### src/sv/dre_pkg.sv
// shared types and constants for the dns response address extractor
`default_nettype none

package dre_pkg;

    localparam int BYTE_W   = 8;
    localparam int STATUS_W = 3;
    localparam int ADDR_W   = 64;
    localparam int TTL_W    = 32;
    localparam int COUNT_W  = 16;
    localparam int SKIP_W   = 8;
    localparam int FIELDS_W = 64;

    // header byte offsets
    localparam int HDR_QD_HI = 4;
    localparam int HDR_QD_LO = 5;
    localparam int HDR_AN_HI = 6;
    localparam int HDR_AN_LO = 7;
    localparam int HDR_LAST  = 11;

    // fixed field lengths
    localparam int QFIX_LEN   = 4;
    localparam int RRFIX_LEN  = 10;
    localparam int RDLEN_BYTES = 2;

    localparam logic [BYTE_W-1:0]  PTR_MASK    = 8'hc0;
    localparam logic [COUNT_W-1:0] RR_TYPE_A    = 16'h0001;
    localparam logic [COUNT_W-1:0] RR_TYPE_AAAA = 16'd28;
    localparam logic [COUNT_W-1:0] RR_CLASS_IN  = 16'h0001;
    localparam logic [COUNT_W-1:0] A_RDLEN      = 16'd4;
    localparam logic [COUNT_W-1:0] AAAA_RDLEN   = 16'd16;

    typedef enum logic [2:0] {
        PH_HEADER = 3'd0,
        PH_NAME   = 3'd1,
        PH_LABEL  = 3'd2,
        PH_PTR    = 3'd3,
        PH_QFIX   = 3'd4,
        PH_RRFIX  = 3'd5,
        PH_RDATA  = 3'd6,
        PH_DONE   = 3'd7
    } phase_t;

    typedef enum logic [STATUS_W-1:0] {
        ST_IPV4        = 3'd0,
        ST_IPV6        = 3'd1,
        ST_SHORT       = 3'd2,
        ST_NO_ANSWER   = 3'd3,
        ST_OVERRUN     = 3'd4,
        ST_UNSUPPORTED = 3'd5,
        ST_PENDING     = 3'd7
    } status_t;

    typedef struct packed {
        logic [BYTE_W-1:0] rx_byte;
        logic              is_last;
    } byte_item_t;

    typedef struct packed {
        logic [STATUS_W-1:0] status;
        logic [ADDR_W-1:0]   addr_high;
        logic [ADDR_W-1:0]   addr_low;
        logic [TTL_W-1:0]    time_to_live;
    } result_t;

endpackage

`default_nettype wire

### src/sv/dre_if.sv
// byte input and result output channel interfaces
`default_nettype none

interface dre_in_if;
    import dre_pkg::*;

    logic              valid;
    logic              ready;
    logic [BYTE_W-1:0] rx_byte;
    logic              is_last;

    modport source (output valid, output rx_byte, output is_last, input ready);
    modport sink   (input valid, input rx_byte, input is_last, output ready);
endinterface

interface dre_out_if;
    import dre_pkg::*;

    logic                valid;
    logic                ready;
    logic [STATUS_W-1:0] status;
    logic [ADDR_W-1:0]   addr_high;
    logic [ADDR_W-1:0]   addr_low;
    logic [TTL_W-1:0]    time_to_live;

    modport source (output valid, output status, output addr_high, output addr_low,
                    output time_to_live, input ready);
    modport sink   (input valid, input status, input addr_high, input addr_low,
                    input time_to_live, output ready);
endinterface

`default_nettype wire

### src/sv/dns_response_address_extractor_top.sv
// top level of the dns response address extractor
//
// Takes a DNS response one byte per transfer, is_last marking the final byte,
// and gives one result per message on the final byte: the address and TTL of
// the first answer when it is an A record (class IN, 4 bytes) or an AAAA
// record (16 bytes), or a failure code. Each byte sits in an input register,
// from which the parser updates its counters and phase, so a byte can be
// taken every cycle unless a final byte waits. The result goes into an
// output register; only a final byte waits while that register still holds
// an untaken result. Bytes at or past MAX_LEN are ignored except for is_last.
`default_nettype none

module dns_response_address_extractor_top #(
    parameter int MAX_LEN = 512
) (
    input  logic      clk,
    input  logic      rst_n,
    dre_in_if.sink    rx,
    dre_out_if.source res
);
    import dre_pkg::*;

    logic       stage_valid;
    byte_item_t stage_item;
    logic       advance;
    logic       res_free;
    logic       res_load;
    result_t    res_item;

    // a final byte moves on only when the result register can take its result
    assign advance = stage_valid && (!stage_item.is_last || res_free);

    dre_in_stage u_in_stage (
        .clk         (clk),
        .rst_n       (rst_n),
        .rx          (rx),
        .advance     (advance),
        .stage_valid (stage_valid),
        .stage_item  (stage_item)
    );

    dre_parser #(
        .MAX_LEN (MAX_LEN)
    ) u_parser (
        .clk      (clk),
        .rst_n    (rst_n),
        .advance  (advance),
        .item     (stage_item),
        .res_load (res_load),
        .res_item (res_item)
    );

    dre_out_stage u_out_stage (
        .clk   (clk),
        .rst_n (rst_n),
        .load  (res_load),
        .item  (res_item),
        .free  (res_free),
        .res   (res)
    );

endmodule

`default_nettype wire

### src/sv/dre_in_stage.sv
// input register for the incoming message bytes
`default_nettype none

module dre_in_stage (
    input  logic                clk,
    input  logic                rst_n,
    dre_in_if.sink              rx,
    input  logic                advance,
    output logic                stage_valid,
    output dre_pkg::byte_item_t stage_item
);
    import dre_pkg::*;

    logic       valid_reg;
    byte_item_t item_reg;

    assign rx.ready    = !valid_reg || advance;
    assign stage_valid = valid_reg;
    assign stage_item  = item_reg;

    always_ff @(posedge clk or negedge rst_n)
    begin
        if (!rst_n)
        begin
            valid_reg <= 1'b0;
        end
        else if (rx.valid && rx.ready)
        begin
            valid_reg <= 1'b1;
        end
        else if (advance)
        begin
            valid_reg <= 1'b0;
        end
    end

    always_ff @(posedge clk)
    begin
        if (rx.valid && rx.ready)
        begin
            item_reg.rx_byte <= rx.rx_byte;
            item_reg.is_last <= rx.is_last;
        end
    end

endmodule

`default_nettype wire

### src/sv/dre_parser.sv
// per-byte message parser: header counts, name skipping, record fields, address
`default_nettype none

module dre_parser #(
    parameter int MAX_LEN = 512
) (
    input  logic                clk,
    input  logic                rst_n,
    input  logic                advance,
    input  dre_pkg::byte_item_t item,
    output logic                res_load,
    output dre_pkg::result_t    res_item
);
    import dre_pkg::*;

    localparam int POS_W = $clog2(MAX_LEN + 1);

    logic [POS_W-1:0]    pos_reg, pos_next;
    phase_t              phase_reg, phase_next, phase_upd;
    logic [COUNT_W-1:0]  an_reg, an_next, an_upd;
    logic [COUNT_W-1:0]  qleft_reg, qleft_next, qleft_upd;
    logic [SKIP_W-1:0]   skip_reg, skip_next, skip_upd;
    logic [FIELDS_W-1:0] rf_reg, rf_next, rf_upd;
    logic [COUNT_W-1:0]  dl_reg, dl_next, dl_upd;
    logic [2*ADDR_W-1:0] acc_reg, acc_next, acc_upd;
    status_t             verdict_reg, verdict_next, verdict_upd;

    logic [BYTE_W-1:0]  b;
    logic               in_range;
    logic [COUNT_W-1:0] rtype, rclass;

    assign b        = item.rx_byte;
    assign in_range = pos_reg < POS_W'(MAX_LEN);
    assign res_load = advance && item.is_last;

    always_comb
    begin
        phase_upd   = phase_reg;
        an_upd      = an_reg;
        qleft_upd   = qleft_reg;
        skip_upd    = skip_reg;
        rf_upd      = rf_reg;
        dl_upd      = dl_reg;
        acc_upd     = acc_reg;
        verdict_upd = verdict_reg;
        rtype       = rf_reg[63:48];
        rclass      = rf_reg[47:32];

        if (in_range)
        begin
            unique case (phase_reg)
                PH_HEADER:
                begin
                    if (pos_reg == POS_W'(HDR_QD_HI))
                        qleft_upd = {b, qleft_reg[BYTE_W-1:0]};
                    else if (pos_reg == POS_W'(HDR_QD_LO))
                        qleft_upd = {qleft_reg[COUNT_W-1:BYTE_W], b};
                    else if (pos_reg == POS_W'(HDR_AN_HI))
                        an_upd = {b, an_reg[BYTE_W-1:0]};
                    else if (pos_reg == POS_W'(HDR_AN_LO))
                        an_upd = {an_reg[COUNT_W-1:BYTE_W], b};
                    if (pos_reg == POS_W'(HDR_LAST))
                    begin
                        if (an_reg == '0)
                        begin
                            verdict_upd = ST_NO_ANSWER;
                            phase_upd   = PH_DONE;
                        end
                        else
                        begin
                            phase_upd = PH_NAME;
                        end
                    end
                end
                PH_NAME, PH_PTR:
                begin
                    // a zero byte or the second pointer byte ends the name
                    if ((phase_reg == PH_PTR) || (b == '0))
                    begin
                        if (qleft_reg != '0)
                        begin
                            phase_upd = PH_QFIX;
                            skip_upd  = SKIP_W'(QFIX_LEN);
                        end
                        else
                        begin
                            phase_upd = PH_RRFIX;
                            skip_upd  = SKIP_W'(RRFIX_LEN);
                            rf_upd    = '0;
                            dl_upd    = '0;
                        end
                    end
                    else if ((b & PTR_MASK) == PTR_MASK)
                    begin
                        phase_upd = PH_PTR;
                    end
                    else
                    begin
                        skip_upd  = b;
                        phase_upd = PH_LABEL;
                    end
                end
                PH_LABEL:
                begin
                    skip_upd = skip_reg - 1'b1;
                    if (skip_upd == '0)
                        phase_upd = PH_NAME;
                end
                PH_QFIX:
                begin
                    skip_upd = skip_reg - 1'b1;
                    if (skip_upd == '0)
                    begin
                        qleft_upd = qleft_reg - 1'b1;
                        phase_upd = PH_NAME;
                    end
                end
                PH_RRFIX:
                begin
                    if (skip_reg > SKIP_W'(RDLEN_BYTES))
                        rf_upd = {rf_reg[FIELDS_W-BYTE_W-1:0], b};
                    else
                        dl_upd = {dl_reg[COUNT_W-BYTE_W-1:0], b};
                    skip_upd = skip_reg - 1'b1;
                    if (skip_upd == '0)
                    begin
                        // type and class are complete before the length bytes
                        if ((rtype == RR_TYPE_A) && (rclass == RR_CLASS_IN)
                            && (dl_upd == A_RDLEN))
                            verdict_upd = ST_IPV4;
                        else if ((rtype == RR_TYPE_AAAA) && (dl_upd == AAAA_RDLEN))
                            verdict_upd = ST_IPV6;
                        else
                            verdict_upd = ST_UNSUPPORTED;
                        phase_upd = (dl_upd == '0) ? PH_DONE : PH_RDATA;
                    end
                end
                PH_RDATA:
                begin
                    acc_upd = {acc_reg[2*ADDR_W-BYTE_W-1:0], b};
                    dl_upd  = dl_reg - 1'b1;
                    if (dl_upd == '0)
                        phase_upd = PH_DONE;
                end
                PH_DONE:
                begin
                end
                default:
                begin
                end
            endcase
        end
    end

    // result is formed from the state after the last byte has been taken
    always_comb
    begin
        res_item = '0;
        unique case (phase_upd)
            PH_DONE:
            begin
                res_item.status = verdict_upd;
                if (verdict_upd == ST_IPV4)
                begin
                    res_item.addr_low     = {32'd0, acc_upd[31:0]};
                    res_item.time_to_live = rf_upd[TTL_W-1:0];
                end
                else if (verdict_upd == ST_IPV6)
                begin
                    res_item.addr_high    = acc_upd[2*ADDR_W-1:ADDR_W];
                    res_item.addr_low     = acc_upd[ADDR_W-1:0];
                    res_item.time_to_live = rf_upd[TTL_W-1:0];
                end
            end
            PH_HEADER:
                res_item.status = ST_SHORT;
            default:
                res_item.status = ST_OVERRUN;
        endcase
    end

    always_comb
    begin
        pos_next     = pos_reg;
        phase_next   = phase_reg;
        an_next      = an_reg;
        qleft_next   = qleft_reg;
        skip_next    = skip_reg;
        rf_next      = rf_reg;
        dl_next      = dl_reg;
        acc_next     = acc_reg;
        verdict_next = verdict_reg;
        if (advance)
        begin
            if (item.is_last)
            begin
                pos_next     = '0;
                phase_next   = PH_HEADER;
                an_next      = '0;
                qleft_next   = '0;
                skip_next    = '0;
                rf_next      = '0;
                dl_next      = '0;
                acc_next     = '0;
                verdict_next = ST_PENDING;
            end
            else
            begin
                pos_next     = in_range ? pos_reg + 1'b1 : pos_reg;
                phase_next   = phase_upd;
                an_next      = an_upd;
                qleft_next   = qleft_upd;
                skip_next    = skip_upd;
                rf_next      = rf_upd;
                dl_next      = dl_upd;
                acc_next     = acc_upd;
                verdict_next = verdict_upd;
            end
        end
    end

    always_ff @(posedge clk or negedge rst_n)
    begin
        if (!rst_n)
        begin
            pos_reg     <= '0;
            phase_reg   <= PH_HEADER;
            an_reg      <= '0;
            qleft_reg   <= '0;
            skip_reg    <= '0;
            rf_reg      <= '0;
            dl_reg      <= '0;
            acc_reg     <= '0;
            verdict_reg <= ST_PENDING;
        end
        else
        begin
            pos_reg     <= pos_next;
            phase_reg   <= phase_next;
            an_reg      <= an_next;
            qleft_reg   <= qleft_next;
            skip_reg    <= skip_next;
            rf_reg      <= rf_next;
            dl_reg      <= dl_next;
            acc_reg     <= acc_next;
            verdict_reg <= verdict_next;
        end
    end

endmodule

`default_nettype wire

### src/sv/dre_out_stage.sv
// result register driving the output channel
`default_nettype none

module dre_out_stage (
    input  logic             clk,
    input  logic             rst_n,
    input  logic             load,
    input  dre_pkg::result_t item,
    output logic             free,
    dre_out_if.source        res
);
    import dre_pkg::*;

    logic    valid_reg;
    result_t item_reg;

    assign free             = !valid_reg || res.ready;
    assign res.valid        = valid_reg;
    assign res.status       = item_reg.status;
    assign res.addr_high    = item_reg.addr_high;
    assign res.addr_low     = item_reg.addr_low;
    assign res.time_to_live = item_reg.time_to_live;

    always_ff @(posedge clk or negedge rst_n)
    begin
        if (!rst_n)
        begin
            valid_reg <= 1'b0;
        end
        else if (load)
        begin
            valid_reg <= 1'b1;
        end
        else if (res.ready)
        begin
            valid_reg <= 1'b0;
        end
    end

    always_ff @(posedge clk)
    begin
        if (load)
        begin
            item_reg <= item;
        end
    end

endmodule

`default_nettype wire
### src/flat_wrapper.sv
// flat-port wrapper written by rule: the top's interface ports become plain ports
module dns_response_address_extractor_top_flat import dre_pkg::*;
#(
    parameter int MAX_LEN = 512
)
  (clk, rst_n, rx_valid, rx_rx_byte, rx_is_last, rx_ready, res_valid, res_status, res_addr_high, res_addr_low, res_time_to_live, res_ready);
  dre_in_if rx_i ();
  dre_out_if res_i ();
  input  logic clk;
  input  logic rst_n;
  input wire logic [$bits(rx_i.valid)-1:0] rx_valid;
  input wire logic [$bits(rx_i.rx_byte)-1:0] rx_rx_byte;
  input wire logic [$bits(rx_i.is_last)-1:0] rx_is_last;
  output wire logic [$bits(rx_i.ready)-1:0] rx_ready;
  output wire logic [$bits(res_i.valid)-1:0] res_valid;
  output wire logic [$bits(res_i.status)-1:0] res_status;
  output wire logic [$bits(res_i.addr_high)-1:0] res_addr_high;
  output wire logic [$bits(res_i.addr_low)-1:0] res_addr_low;
  output wire logic [$bits(res_i.time_to_live)-1:0] res_time_to_live;
  input wire logic [$bits(res_i.ready)-1:0] res_ready;
  assign rx_i.valid = rx_valid;
  assign rx_i.rx_byte = rx_rx_byte;
  assign rx_i.is_last = rx_is_last;
  assign rx_ready = rx_i.ready;
  assign res_valid = res_i.valid;
  assign res_status = res_i.status;
  assign res_addr_high = res_i.addr_high;
  assign res_addr_low = res_i.addr_low;
  assign res_time_to_live = res_i.time_to_live;
  assign res_i.ready = res_ready;
  dns_response_address_extractor_top #(.MAX_LEN(MAX_LEN)) u_core (.clk(clk), .rst_n(rst_n), .rx(rx_i), .res(res_i));
endmodule
### config.mk
export PLATFORM = sky130hd
export DESIGN_NAME = dns_response_address_extractor_top_flat
export DESIGN_NICKNAME = d
export VERILOG_FILES = /design/src/sv/dre_pkg.sv /design/src/sv/dre_if.sv /design/src/sv/dns_response_address_extractor_top.sv /design/src/sv/dre_in_stage.sv /design/src/sv/dre_parser.sv /design/src/sv/dre_out_stage.sv /design/src/flat_wrapper.sv
export SDC_FILE = /design/constraint.sdc
export NUM_CORES = 1
export LEC_CHECK = 0
export BUFFER_PORTS_ARGS = -buffer_cell sky130_fd_sc_hd__buf_2
export CAP_MARGIN = 20
export CORE_MARGIN = 4
export CORE_UTILIZATION = 35
export CTS_CLUSTER_SIZE = 24
export DETAILED_ROUTE_END_ITERATION = 7
export GPL_TIMING_DRIVEN = 0
export HOLD_SLACK_MARGIN = 0.15
export PLACE_DENSITY = 0.59
export REMOVE_ABC_BUFFERS = 1
export SLEW_MARGIN = 20
export SYNTH_ARGS = -nofsm -noshare
export SYNTH_HDL_FRONTEND = slang
export SYNTH_SLANG_ARGS = --single-unit
### constraint.sdc
create_clock -name clk -period 10.7 [get_ports clk]
set_input_delay 1.07 -clock clk [delete_from_list [all_inputs] [get_ports clk]]
set_output_delay 1.07 -clock clk [all_outputs]
set_load 0.01 [all_outputs]
-- Word-level counts from Yosys, hierarchy flattened
Index checks and enable logic that the tools add are counted.
W data, S select, Z words.
- shifts and indexed selects: 0
- mux-type cells: 65
- add/subtract/negate cells: 4
- reduce and logical (&&, ||, !) cells: 44
- div/mod/pow operators: 0
- bitwise operators: 2
- order comparisons: 2
- eq/ne operators: 30
- multipliers: 0
- operator list (kind ; number):
    $mux W64 ; 7
    $mux W128 ; 3
    $mux W16 ; 17
    $pmux W64 S2 ; 1
    $logic_not A16 Y1 ; 3
    $mux W8 ; 6
    $pmux W16 S3 ; 1
    $mux W3 ; 15
    $eq A10 B3 Y1 const B ; 4
    $eq A16 B1 Y1 const B ; 2
    $eq A16 B5 Y1 const B ; 2
    $pmux W16 S2 ; 1
    $sub A16 B1 Y16 const B ; 2
    $ne A3 B2 Y1 const B ; 7
    $mux W10 ; 2
    $reduce_and A6 Y1 ; 3
    $eq A16 B3 Y1 const B ; 1
    $logic_not A8 Y1 ; 2
    $pmux W8 S2 ; 1
    $reduce_bool A16 Y1 ; 1
    $pmux W3 S5 ; 1
    $eq A3 B3 Y1 const B ; 4
    $pmux W3 S2 ; 2
    $reduce_bool A2 Y1 ; 6
    other kinds (25) ; 53
- register bits: 438
- ROM bits: 0
- bits in writable memories: 0
- latch bits: 0
- bits of input ports: 13
- memories kept: 0
- logic and storage cells: 168

-- Depth between registers and ports, before layout
Gate-level depths: netlist (run 1).
- word-level depth: 14
- mapped depth: 12

-- Hierarchy
Synthesis (run 1) repeated with hierarchy kept, for this count alone.
- cell total of the unflattened synthesis: 1728
- area total of the unflattened synthesis: 20128.1 um2
- by module, submodules not included (module ; area an instance (um2) ; instances ; cells each):
    dre_parser ; 14850.5 ; 1 ; 1547
    dre_out_stage ; 4942.2 ; 1 ; 166
    dre_in_stage ; 324.1 ; 1 ; 13
    dns_response_address_extractor_top ; 11.3 ; 1 ; 2

-- Worst setup path after synthesis (run 1)
No wires, ideal clock.
- path type: input -> register
- start: in res_ready
- end: reg u_core.u_out_stage.item_reg, in the netlist u_core.u_out_stage.res.addr_high[0], enable pin
- required time: 9.184 ns
- path slack: 4.485 ns
- setup time: 1.516 ns
- stages: 5
- data arrival time: 4.699 ns
- buffers on the path: 1
- path through: nand3b_1 > and2_1 > clkbuf_1 > nand2_1 > clkinv_1
- word-level cells in the longest chain between the ends: 4
- RTL lines (item ; line ; source):
    start, declared ; flat_wrapper.sv:20 ; input wire logic [$bits(res_i.ready)-1:0] res_ready;
    $logic_or A1 B1 Y1 ; dre_out_stage.sv:17 ; assign free = !valid_reg || res.ready;
    $logic_or A1 B1 Y1 ; dns_response_address_extractor_top.sv:31 ; assign advance = stage_valid && (!stage_item.is_last || res_free);
    $logic_and A1 B1 Y1 ; dns_response_address_extractor_top.sv:31 ;
    $logic_and A1 B1 Y1 ; dre_parser.sv:34 ; assign res_load = advance && item.is_last;
    named net u_core.res_load ; dns_response_address_extractor_top.sv:27 ; logic res_load;
    end signal, assigned ; dre_out_stage.sv:44 ; item_reg <= item;
    end, declared ; dre_out_stage.sv:15 ; result_t item_reg;
The timed path passes the listed nets, and every way through them passes these cells.
A chain may end at the register's enable or synchronous reset.

-- Worst setup path in the final report (run 1)
- start: reg u_core.u_parser.skip_reg[4]
- end: reg u_core.u_out_stage.item_reg, in the netlist u_core.u_out_stage.res.addr_high[32], data pin
- word-level cells in the longest chain between the ends: 14
- RTL lines (item ; line ; source):
    start, declared ; dre_parser.sv:22 ; logic [SKIP_W-1:0] skip_reg, skip_next, skip_upd;
    start signal, assigned ; dre_parser.sv:242 ; skip_reg <= skip_next;
    $gt A8 B2 Y1 ; dre_parser.sv:120 ; if (skip_reg > SKIP_W'(RDLEN_BYTES))
    $mux W16 ; dre_parser.sv:120 ;
    $mux W16 ; dre_parser.sv:51 ; unique case (phase_reg)
    $mux W16 ; dre_parser.sv:49 ; if (in_range)
    $eq A16 B5 Y1 ; dre_parser.sv:131 ; else if ((rtype == RR_TYPE_AAAA) && (dl_upd == AAAA_RDLEN))
    $logic_and A1 B1 Y1 ; dre_parser.sv:131 ;
    $mux W3 ; dre_parser.sv:131 ;
    $mux W3 ; dre_parser.sv:128 ; if ((rtype == RR_TYPE_A) && (rclass == RR_CLASS_IN)
    $mux W3 ; dre_parser.sv:125 ; if (skip_upd == '0)
    $pmux W3 S2 ; dre_parser.sv:51 ;
    $mux W3 ; dre_parser.sv:49 ;
    $eq A3 B1 Y1 ; dre_parser.sv:168 ; else if (verdict_upd == ST_IPV6)
    $not A1 Y1 (no source line) ; - ;
    $reduce_or A3 Y1 (no source line) (*) ; - ;
Every way passes the cells marked *; elsewhere a longest branch is shown, timed or not. The select of a mux whose other input is x is not followed.

==> results of run 1 <==
-- layer usage --
layer / wire (um) / part of all wire [%] / GRT usage (%)
met1: 25500 / 46 / 24.0
met2: 25800 / 46 / 26.4
met3: 3260 / 5.9 / 3.28
met4: 1110 / 2.0 / 4.01
met5: 0 / 0 / 0
-- through the flow --
stage	setup TNS, ps	utilization (%)	setup WS, ps
5_1_grt	0	41.6	5160
6_report	0	41.6	5560
3_3_place_gp	-2121370	37.1	-16080
4_1_cts	0	41.6	5560
2_1_floorplan	-514530	-	-4050
3_5_place_dp	0	38.9	5610
-- synth_stat cells, types with 38 or more instances --
cell type and instances:
a21oi_1 78, a22o_1 175, a22oi_1 42, clkbuf_1 107, dfrtp_1 263, edfxtp_1 172
mux2i_1 100, nand2_1 204, nor2_1 75, nor4_1 42, nor4_2 103, nor4b_2 39
o21ai_0 46, o21ai_1 38
-- logic make-up (layout without fill, tap and decap cells) --
kind of cell / Yosys count / after routing
mux: 110 / 110
flops: 438 / 438
simple gates: 581 / 581
fa+ha+maj: 10 / 10
xor+xnor: 21 / 21
compound gates: 450 / 450
buf+inv: 197 / 336
-- layout make-up --
type | instances | area, um2 | area share (%)
Inverter | 26 | 103 | 0.408
Tap cell | 782 | 978 | 3.89
Sequential cell | 438 | 11800 | 47.0
Clock inverter | 21 | 268 | 1.06
Timing Repair Buffer | 219 | 1840 | 7.30
Multi-Input combinational cell | 1172 | 8780 | 34.9
Clock buffer | 70 | 1390 | 5.51
-- cells in the final DEF, fill, tap and decap left out, types with 6 or more instances in the layout --
master and count:
or3_1 6, buf_16 23, a21oi_1 78, nor2_1 72, nor3_1 16, o41ai_1 9
xor2_1 12, nor2b_1 8, nand2_1 203, a22oi_1 42, xnor2_1 8, mux2i_1 99
clkbuf_1 14, inv_1 24, a22o_1 175, buf_2 176, a31oi_1 6, clkbuf_16 50
clkbuf_8 6, and3_1 7, o21ai_0 45, nand4_1 11, nor4b_2 39, clkinv_1 6
nand3_1 23, nor4_1 42, nor4_2 103, edfxtp_1 172, ha_1 10, buf_12 12
mux2_1 7, o31ai_1 14, o21ai_1 38, dfrtp_1 263
-- power by group --
| group | internal [mW] | leakage, nW | switching [mW] |
|---|---|---|---|
| registers | 1.81 | 5.45 | 0.0711 |
| clock network | 1.03 | 0.796 | 0.701 |
| logic | 0.158 | 3.40 | 0.285 |
| total | 2.99 | 9.65 | 1.06 |
-- worst paths after layout --
| path | start | to | slack, ps | cells after the start |
|---|---|---|---|---|
| max | u_core.u_parser.skip_reg[4]$_DFFE_PN0P_ | u_core.u_out_stage.res.addr_high[32]$_SDFFCE_PP0P_ | 5560 | 10 |
| min | rst_n | u_core.u_parser.acc_reg[86]$_DFFE_PN0P_ | 450 | 1 |
| max reg2reg | u_core.u_parser.skip_reg[4]$_DFFE_PN0P_ | u_core.u_out_stage.res.addr_high[32]$_SDFFCE_PP0P_ | 5560 | 10 |
| min reg2reg | u_core.u_parser.rf_reg[61]$_DFFE_PN0P_ | u_core.u_parser.rf_reg[61]$_DFFE_PN0P_ | 500 | 2 |
| max in group asynchronous | rst_n | u_core.u_parser.rf_reg[57]$_DFFE_PN0P_ | 8850 | 3 |
| min in group clk | u_core.u_parser.rf_reg[61]$_DFFE_PN0P_ | u_core.u_parser.rf_reg[61]$_DFFE_PN0P_ | 500 | 2 |
-- critical path: cells and delay by family (launching register included) --
kind,cells,cell delay (ps)
and+or+nand+nor,5,3140
DFF,1,440
buffers and inverters,3,860
AOI/OAI and AO/OA,2,350
==> results.cfg, run 1 <==
[route]
vias = 15400
first_pass_iters = 5
antenna_left = 0
drtIter0Drc = 1423
avgRoutedWirePerCell_um = 20.4
wl_mm = 55.6
viasPerCell = 5.63
drc = 0

[global_route]
grt_pass1_wl_mm = 90.5
grt_max_degree = 102
grt_pass1_vias = 15300
overflow = 0
antenna_found_initial = 0
grt_usage_pct = 16.8

[timing]
whs_ps = 452
drv_slew = 0
min_period_over_period_pct = 48.0
skew_ps = 21.9
rsz0062_at_grt = false
setup_violations = 0
hold_viol = 0
fin_crit_ps = 5140
max_freq_mhz = 195
relSlewSlack_pct = 32.1
tightest_slew_ps = 1020

[synth]
syn_inst = 1807
synthMuxAreaShare_pct = 5.25
synth_top_family_by_area = simple AND/OR/NAND/NOR gates
synth_fa_ha_area_share_pct = 0.584
synth.avg_cell_area_um2 = 11.9
syn_area_um2 = 21400
synth_seq_cells = 438
synth_area_leader_cell = dfrtp_1
yosysSeqAreaShare_pct = 55.2
synth_edf_count = 172
synth_compound_area_share_pct = 15.2
yosys.area_share.simple_pct = 18.6
synthArstFlopShare_pct = 60.7
synth-xor-area-share_pct = 0.894
yosys-top-cells-area = dfrtp_1 31%, edfxtp_1 24%, a22o_1 7.2%
ys_warn_count = 0
yosysTopAreaCellShare_pct = 30.7
ys.flop_type = dfrtp_1
synthDistinctLibCells = 82

[power_and_ir_drop]
p_per_area_nw_per_um2 = 161
ir_worst_vdd_uv = 105
power_mw = 4.05
leakage_nw = 9.65

[critical_path]
crit_top_cell = buf_12
path_cells = nor4_1 > nand3_1 > nand2_1 > o41ai_1 > o21ai_0 > and4_4 > buf_12 > buf_12 > buf_12 > nor4_1
crit_type = register to register
path_max_fanout = 37
end_kind = register
arrival_ps = 5460
cp_data_required_time_ps = 11020
cpPeakStageDelay_ps = 900
cp_slowest_cell = nand3_1
start_kind = register

[cts]
post_cts_buffers = 0
cts_root_buf = clkbuf_16
clockBufferDepth = 3
cts_tree = built
cts_hold_buf = 0
cts.repair.resized = 0
cts.sinks = 438
clk_latency_ps = 590
htree_levels = 2
clk_pin_slew_worst_paths_ps = 60
numCtsBuffers = 49

[layout]
synthToLayoutAreaGrowth_pct = 17.6
n_fill_cell = 5645
drive_above_1_share_pct = 24.3
largest_reg_flops = 128
fin_area_um2 = 25200
nets = 1929
n_antenna_cell = 0
fin_cells = 2728

[floorplanning]
io_pins = 178
initial_core_util_pct = 35.4
core-area_um2 = 60500
dieArea_um2 = 65200
die_y_um = 255
die_w_um = 255
rows = 90

[placed_design]
dpl_cell_area_um2 = 23500
place_hpwl_mm = 35.3
port_buffers = 177
dp.cells = 2637
gp_congestion = 0.840

[job]
max-cap-violations = 0

[hold_path]
hold_path.class = input pin to async pin

[outcome]
outcome = completed
Power figures use the tool's default switching activity.
==> run 2, diff against run 1 <==
--- a/config.mk
+++ b/config.mk
@@ -5,6 +5,7 @@
 export SDC_FILE = /design/constraint.sdc
 export NUM_CORES = 1
 export LEC_CHECK = 0
+export ABC_AREA = 1
 export BUFFER_PORTS_ARGS = -buffer_cell sky130_fd_sc_hd__buf_2
 export CAP_MARGIN = 20
 export CORE_MARGIN = 4
@@ -13,7 +14,7 @@
 export DETAILED_ROUTE_END_ITERATION = 7
 export GPL_TIMING_DRIVEN = 0
 export HOLD_SLACK_MARGIN = 0.15
-export PLACE_DENSITY = 0.59
+export PLACE_DENSITY = 0.61
 export REMOVE_ABC_BUFFERS = 1
 export SLEW_MARGIN = 20
 export SYNTH_ARGS = -nofsm -noshare
==> constraint.sdc (replaced) <==
create_clock -name clk -period 4.15 [get_ports clk]
set_input_delay 0.415 -clock clk [delete_from_list [all_inputs] [get_ports clk]]
set_output_delay 0.415 -clock clk [all_outputs]
set_load 0.01 [all_outputs]
==> run 2 against run 1 <==
Net effect: first-iteration DRC count decreased by 13%; combinational power increased by 140%; critical endpoint is now u_core.u_parser.qleft_reg[14]$_DFFE_PN0P_; register-to-register slack got worse by 5300 ps; wire length decreased by 13%; largest cell class unchanged; sequential cell count unchanged; cell count increased by 13%; clock power increased to 2.5 times the previous value; clock skew increased by 1.3 ps; die area decreased by 6.5%; highest routed layer unchanged; final area decreased by 6.6%; hold slack got worse by 99 ps.
==> results.cfg, run 2 <==
[floorplanning]
io_pins = 178
initial_core_util_pct = 35.4
dieArea_um2 = 60900
die_y_um = 247
rows = 87
die_w_um = 247
core-area_um2 = 56400

[timing]
min_period_over_period_pct = 93.7
fin_crit_ps = 3890
skew_ps = 23.2
drv_slew = 0
setup_violations = 0
rsz0062_at_grt = false
max_freq_mhz = 257
whs_ps = 353
hold_viol = 0
relSlewSlack_pct = 27.1
tightest_slew_ps = 1090

[synth]
ys.flop_type = dfrtp_1
synth.avg_cell_area_um2 = 9.33
yosysTopAreaCellShare_pct = 33.0
synthArstFlopShare_pct = 60.7
ys_warn_count = 0
synth_seq_cells = 438
synth_common_cells = 360 x nand2_1, 263 x dfrtp_1, 261 x o21ai_0
yosys-top-cells-area = dfrtp_1 33%, edfxtp_1 26%, nand2_1 6.8%
syn_inst = 2141
synth_area_leader_cell = dfrtp_1
syn_area_um2 = 20000
synthDistinctLibCells = 48
yosysMostFrequentCell = nand2_1
synth_edf_count = 172
yosysSeqAreaShare_pct = 59.2

[critical_path]
arrival_ps = 4380
crit_type = register to register
cp_data_required_time_ps = 4640
path_max_fanout = 67
start_kind = register
end_kind = register

[global_route]
overflow = 0
antenna_found_initial = 0
grt_usage_pct = 15.9
grt_pass1_wl_mm = 79.5
grt_pass1_vias = 15200
grt_max_degree = 114

[power_and_ir_drop]
pwr-share-seq_pct = 46.7
power_mw = 10.2
p_per_area_nw_per_um2 = 433
internal_power_mw = 7.57
p_clk_share_pct = 42.9
sw_frac_of_total_pct = 25.7
leakage_nw = 10.2
ir_worst_vdd_uv = 301
power.switching_mw = 2.62
comb_power_share_pct = 10.4

[layout]
n_fill_cell = 5568
synthToLayoutAreaGrowth_pct = 17.7
layout_commonest_cell = nand2_1
final_cell_mix = 356 x nand2_1, 263 x dfrtp_1, 261 x o21ai_0
nets = 2303
n_antenna_cell = 0
largest_reg_flops = 128
final_core_util_pct = 41.7
drive_above_1_share_pct = 15.3

[route]
first_pass_iters = 6
antenna_left = 0
drc = 0
drtIter0Drc = 1240
viasPerCell = 5.08
wl_mm = 48.7
avgRoutedWirePerCell_um = 15.8
vias = 15600

[job]
max-cap-violations = 0

[cts]
numCtsBuffers = 48
htree_levels = 2
cts_root_buf = clkbuf_16
cts.sinks = 438
cts_tree = built
clockBufferDepth = 3
clk_latency_ps = 590
clk_pin_slew_worst_paths_ps = 60
post_cts_buffers = 0

[placed_design]
place_hpwl_mm = 31.6
gp_congestion = 0.897
port_buffers = 177

[hold_path]
hold_path.class = input pin to async pin

[outcome]
outcome = completed
==> run 2: cell count changes after synthesis, sizes merged, moves of 10 or more <==
cell    before  now
inv         25  255
nor2        75  264
o21ai       84  268
a22o       175    1
nand2      205  366
o22ai        4  155
nor4       145    2
mux2i      100    0
nand3       24   96
a21oi       80   35
nor4b       44    0
buf         64   24
clkbuf     107   93
mux2        10    0
==> run 2: power groups by stage <==
| stage | Sequential, mW | Combinational, mW | Clock [mW] |
|---|---|---|---|
| 6_report | 4.75 | 1.06 | 4.37 |
| 3_3_place_gp | 4.86 | 0.988 | 0 |
| 4_1_cts | 4.75 | 1.06 | 4.51 |
| 2_1_floorplan | 4.85 | 0.610 | 0 |
| 5_1_grt | 4.76 | 1.19 | 4.69 |
| 3_5_place_dp | 4.84 | 1.04 | 0 |
==> run 2: repair_timing <==
action / 4_1_cts / 5_1_grt
cloned: 0 / 0
endpoints found under the setup margin: 32 / 60
hold buffers: 12 / 0
gates resized for setup: 8 / 1
endpoints found under the hold margin: 65 / 0
==> run 2: worst paths after layout <==
kind / from / endpoint / slack (ps) / cells after the start
max in group asynchronous: rst_n / u_core.u_parser.verdict_reg[1]$_DFFE_PN1P_ / 2600 / 4
worst max-delay path: u_core.u_in_stage.stage_item[0]$_DFFE_PP_ / u_core.u_parser.qleft_reg[14]$_DFFE_PN0P_ / 260 / 10
worst min-delay path: rst_n / u_core.u_parser.acc_reg[123]$_DFFE_PN0P_ / 350 / 2
min in group clk: u_core.u_parser.rf_reg[56]$_DFFE_PN0P_ / u_core.u_parser.rf_reg[56]$_DFFE_PN0P_ / 480 / 2
worst max register to register: u_core.u_in_stage.stage_item[0]$_DFFE_PP_ / u_core.u_parser.qleft_reg[14]$_DFFE_PN0P_ / 260 / 10
worst min register to register: u_core.u_parser.rf_reg[56]$_DFFE_PN0P_ / u_core.u_parser.rf_reg[56]$_DFFE_PN0P_ / 480 / 2
==> run 2: per-stage QoR <==
stage	setup TNS [ps]	std cells	cell area, um2	worst slack (ps)
2_1_floorplan	-1029740	2024	19500	-3970
3_3_place_gp	-3656000	2957	21300	-9130
3_5_place_dp	-11160	2974	21700	-526
4_1_cts	0	3075	23500	267
5_1_grt	0	3075	23500	16.6
6_report	0	3075	23500	263
==> run 2: kinds of logic (layout without fill, tap and decap cells) <==
group / count (synthesis) / after routing / synth area share (%)
buf+inv: 374 / 552 / 7.41
compound gates: 532 / 532 / 15.3
fa+ha+maj: 10 / 10 / 0.627
xor+xnor: 12 / 12 / 0.526
flops: 438 / 438 / 59.2
simple gates: 775 / 775 / 16.9
==> run 2: per-layer routing <==
metal	part of all wire, %	global-route usage [%]	vias up
li1	-	-	7571
met2	46	25.7	507
met1	45	21.9	7453
met5	0	0	-
met4	2.0	4.59	0
met3	6.6	2.82	75
==> run 2: layout make-up <==
cell class | count | area (um2) | share of cell area [%]
clock buffers | 63 | 1280 | 5.43
clock inverters | 26 | 339 | 1.44
flip-flops and latches | 438 | 11800 | 50.3
well taps | 756 | 946 | 4.02
inverters | 257 | 1000 | 4.27
repair buffers | 206 | 1400 | 5.96
multi-input cells | 1329 | 6720 | 28.6
==> run 2: critical path: stages, from the launching register on <==
cell and delay [ps]:
edfxtp_1 620, nand3_1 240, nand2_4 270, inv_16 340
nand2_1 390, clkinv_8 350, buf_16 340, o21ai_0 230
a21oi_2 410, nand2_1 330, o22ai_1 210
==> run 3, diff against run 2 <==
--- a/config.mk
+++ b/config.mk
@@ -14,8 +14,6 @@
 export DETAILED_ROUTE_END_ITERATION = 7
 export GPL_TIMING_DRIVEN = 0
 export HOLD_SLACK_MARGIN = 0.15
-export PLACE_DENSITY = 0.61
-export REMOVE_ABC_BUFFERS = 1
 export SLEW_MARGIN = 20
 export SYNTH_ARGS = -nofsm -noshare
 export SYNTH_HDL_FRONTEND = slang
==> run 3 against run 2 <==
Net effect: total power is 0.77% higher; non-clock buffer count is 103 higher; sequential share of layout area is 0.34 points lower; sequential power hardly changed; first-iteration DRC count is 14% higher; sequential cell count stayed put; die area stayed put; count of clock-buffer cells in the layout is 3 lower; final area is 0.67% higher; utilization is 0.28 points higher; largest power group unchanged.
==> results.cfg, run 3 (synthesis gave the netlist of run 2 again) <==
[timing]
hold_viol = 0
skew_ps = 22.4
fin_crit_ps = 3460
timing.final.ws_setup_ps = 690
setup_violations = 0
rsz0062_at_grt = false
relSlewSlack_pct = 36.0
min_period_over_period_pct = 83.4
tightest_slew_ps = 952
max_freq_mhz = 289
drv_slew = 0

[layout]
drive_above_1_share_pct = 14.7
final_cell_mix = 360 x nand2_1, 263 x dfrtp_1, 261 x o21ai_0
largest_reg_flops = 128
fin_area_um2 = 23700
n_antenna_cell = 0
nets = 2406
layout_commonest_cell = nand2_1
synthToLayoutAreaGrowth_pct = 18.5

[global_route]
grt_max_degree = 103
antenna_found_initial = 1
grt_pass1_wl_mm = 87.9
grt_pass1_vias = 15800
grt_usage_pct = 18.2
overflow = 0

[floorplanning]
core-area_um2 = 56400
rows = 87
dieArea_um2 = 60900
initial_core_util_pct = 35.4
io_pins = 178
die_w_um = 247
die_y_um = 247

[critical_path]
end_kind = register
rr_startpoint = u_core.u_in_stage.stage_item[7]$_DFFE_PP_
crit_start = u_core.u_in_stage.stage_item[7]$_DFFE_PP_
crit_type = register to register
path_max_fanout = 10
cp_data_required_time_ps = 4510
arrival_ps = 3820
start_kind = register

[power_and_ir_drop]
leakage_nw = 10.3
ir_worst_vdd_uv = 270
p_per_area_nw_per_um2 = 434

[route]
first_pass_iters = 7
avgRoutedWirePerCell_um = 17.7
vias = 16300
viasPerCell = 5.13
drtIter0Drc = 1410
drc = 0
antenna_left = 0
wl_mm = 56.4

[cts]
post_cts_buffers = 0
cts.repair.resized = 0
cts_root_buf = clkbuf_16
cts_hold_buf = 12
htree_levels = 2
clk_pin_slew_worst_paths_ps = 60
cts.sinks = 438
clk_latency_ps = 590
cts_tree = built
numCtsBuffers = 48
clockBufferDepth = 3

[job]
max-cap-violations = 0

[outcome]
outcome = completed

[placed_design]
dpl_cell_area_um2 = 21900
dp_slack_ps = 673
place_hpwl_mm = 40.3
port_buffers = 177
gp_congestion = 0.935

[hold_path]
hold_path.class = input pin to async pin

[synth]
syn_nets = 2164
==> run 3: cell types whose count changed in the layout (fill, tap and decap cells not counted), moves of 3 or more <==
cell / change
inv_1: +3
nand2_1: +4
buf_6: +3
buf_16: -9
clkbuf_1: +89
buf_2: +16
clkinv_2: +5
==> run 3: final timing paths <==
check	to	cells past startpoint	slack, ps
hold / removal	u_core.u_parser.acc_reg[20]$_DFFE_PN0P_	2	430
setup reg to reg	u_core.u_out_stage.res.addr_low[6]$_SDFFCE_PP0P_	13	690
hold reg to reg	u_core.u_parser.an_reg[10]$_DFFE_PN0P_	2	490
min in group clk	u_core.u_parser.an_reg[10]$_DFFE_PN0P_	2	490
setup / recovery	u_core.u_out_stage.res.addr_low[6]$_SDFFCE_PP0P_	13	690
max in group asynchronous	u_core.u_parser.dl_reg[2]$_DFFE_PN0P_	3	2770
==> run 3: through the flow <==
| stage | setup TNS [ps] | power [mW] | util (%) | hold WS (ps) | instances |
|---|---|---|---|---|---|
| after floorplan | 0 | 5.50 | - | 119 | 2141 |
| after global placement | -792680 | 5.88 | 38.7 | 465 | 3074 |
| after detailed placement | 0 | 5.90 | 38.8 | 463 | 3077 |
| after CTS | 0 | 10.4 | 42.0 | 436 | 3178 |
| after global routing | 0 | 10.7 | 42.0 | 469 | 3178 |
| final | 0 | 10.3 | 42.0 | 426 | 3178 |
==> run 3: power by group <==
group / total [mW] / switching (mW) / internal [mW]
clock network: 4.44 / 1.77 / 2.66
logic: 1.07 / 0.767 / 0.305
registers: 4.75 / 0.101 / 4.65
==> run 3: routing by layer <==
| metal | part of all wire, % | vias to the layer above | track usage, % |
|---|---|---|---|
| met5 | 0.023 | - | 0 |
| met4 | 3.2 | 2 | 6.01 |
| met3 | 6.8 | 112 | 3.88 |
| met2 | 46 | 528 | 29.0 |
| met1 | 44 | 7859 | 24.9 |
| li1 | - | 7793 | - |
==> run 3: critical path, stage by stage (launching register included) <==
cell and delay [ps]:
edfxtp_1 680, inv_1 270, nand4_1 130, or2_2 350, nand2_2 210, a21oi_1 100, nand3_1 90, o21ai_1 120
nor2_1 150, nand3_2 140, nor2_1 150, nand2_2 250, buf_2 300, nor2_1 280
==> run 3: final cells by class <==
cell class | count | area (um2)
Tap cell | 756 | 946
Inverter | 257 | 977
Clock buffer | 60 | 1300
Sequential cell | 438 | 11800
Timing Repair Buffer | 192 | 1100
Fill cell | 5554 | 32700
Buffer | 117 | 515
Clock inverter | 29 | 342
Multi-Input combinational cell | 1329 | 6660
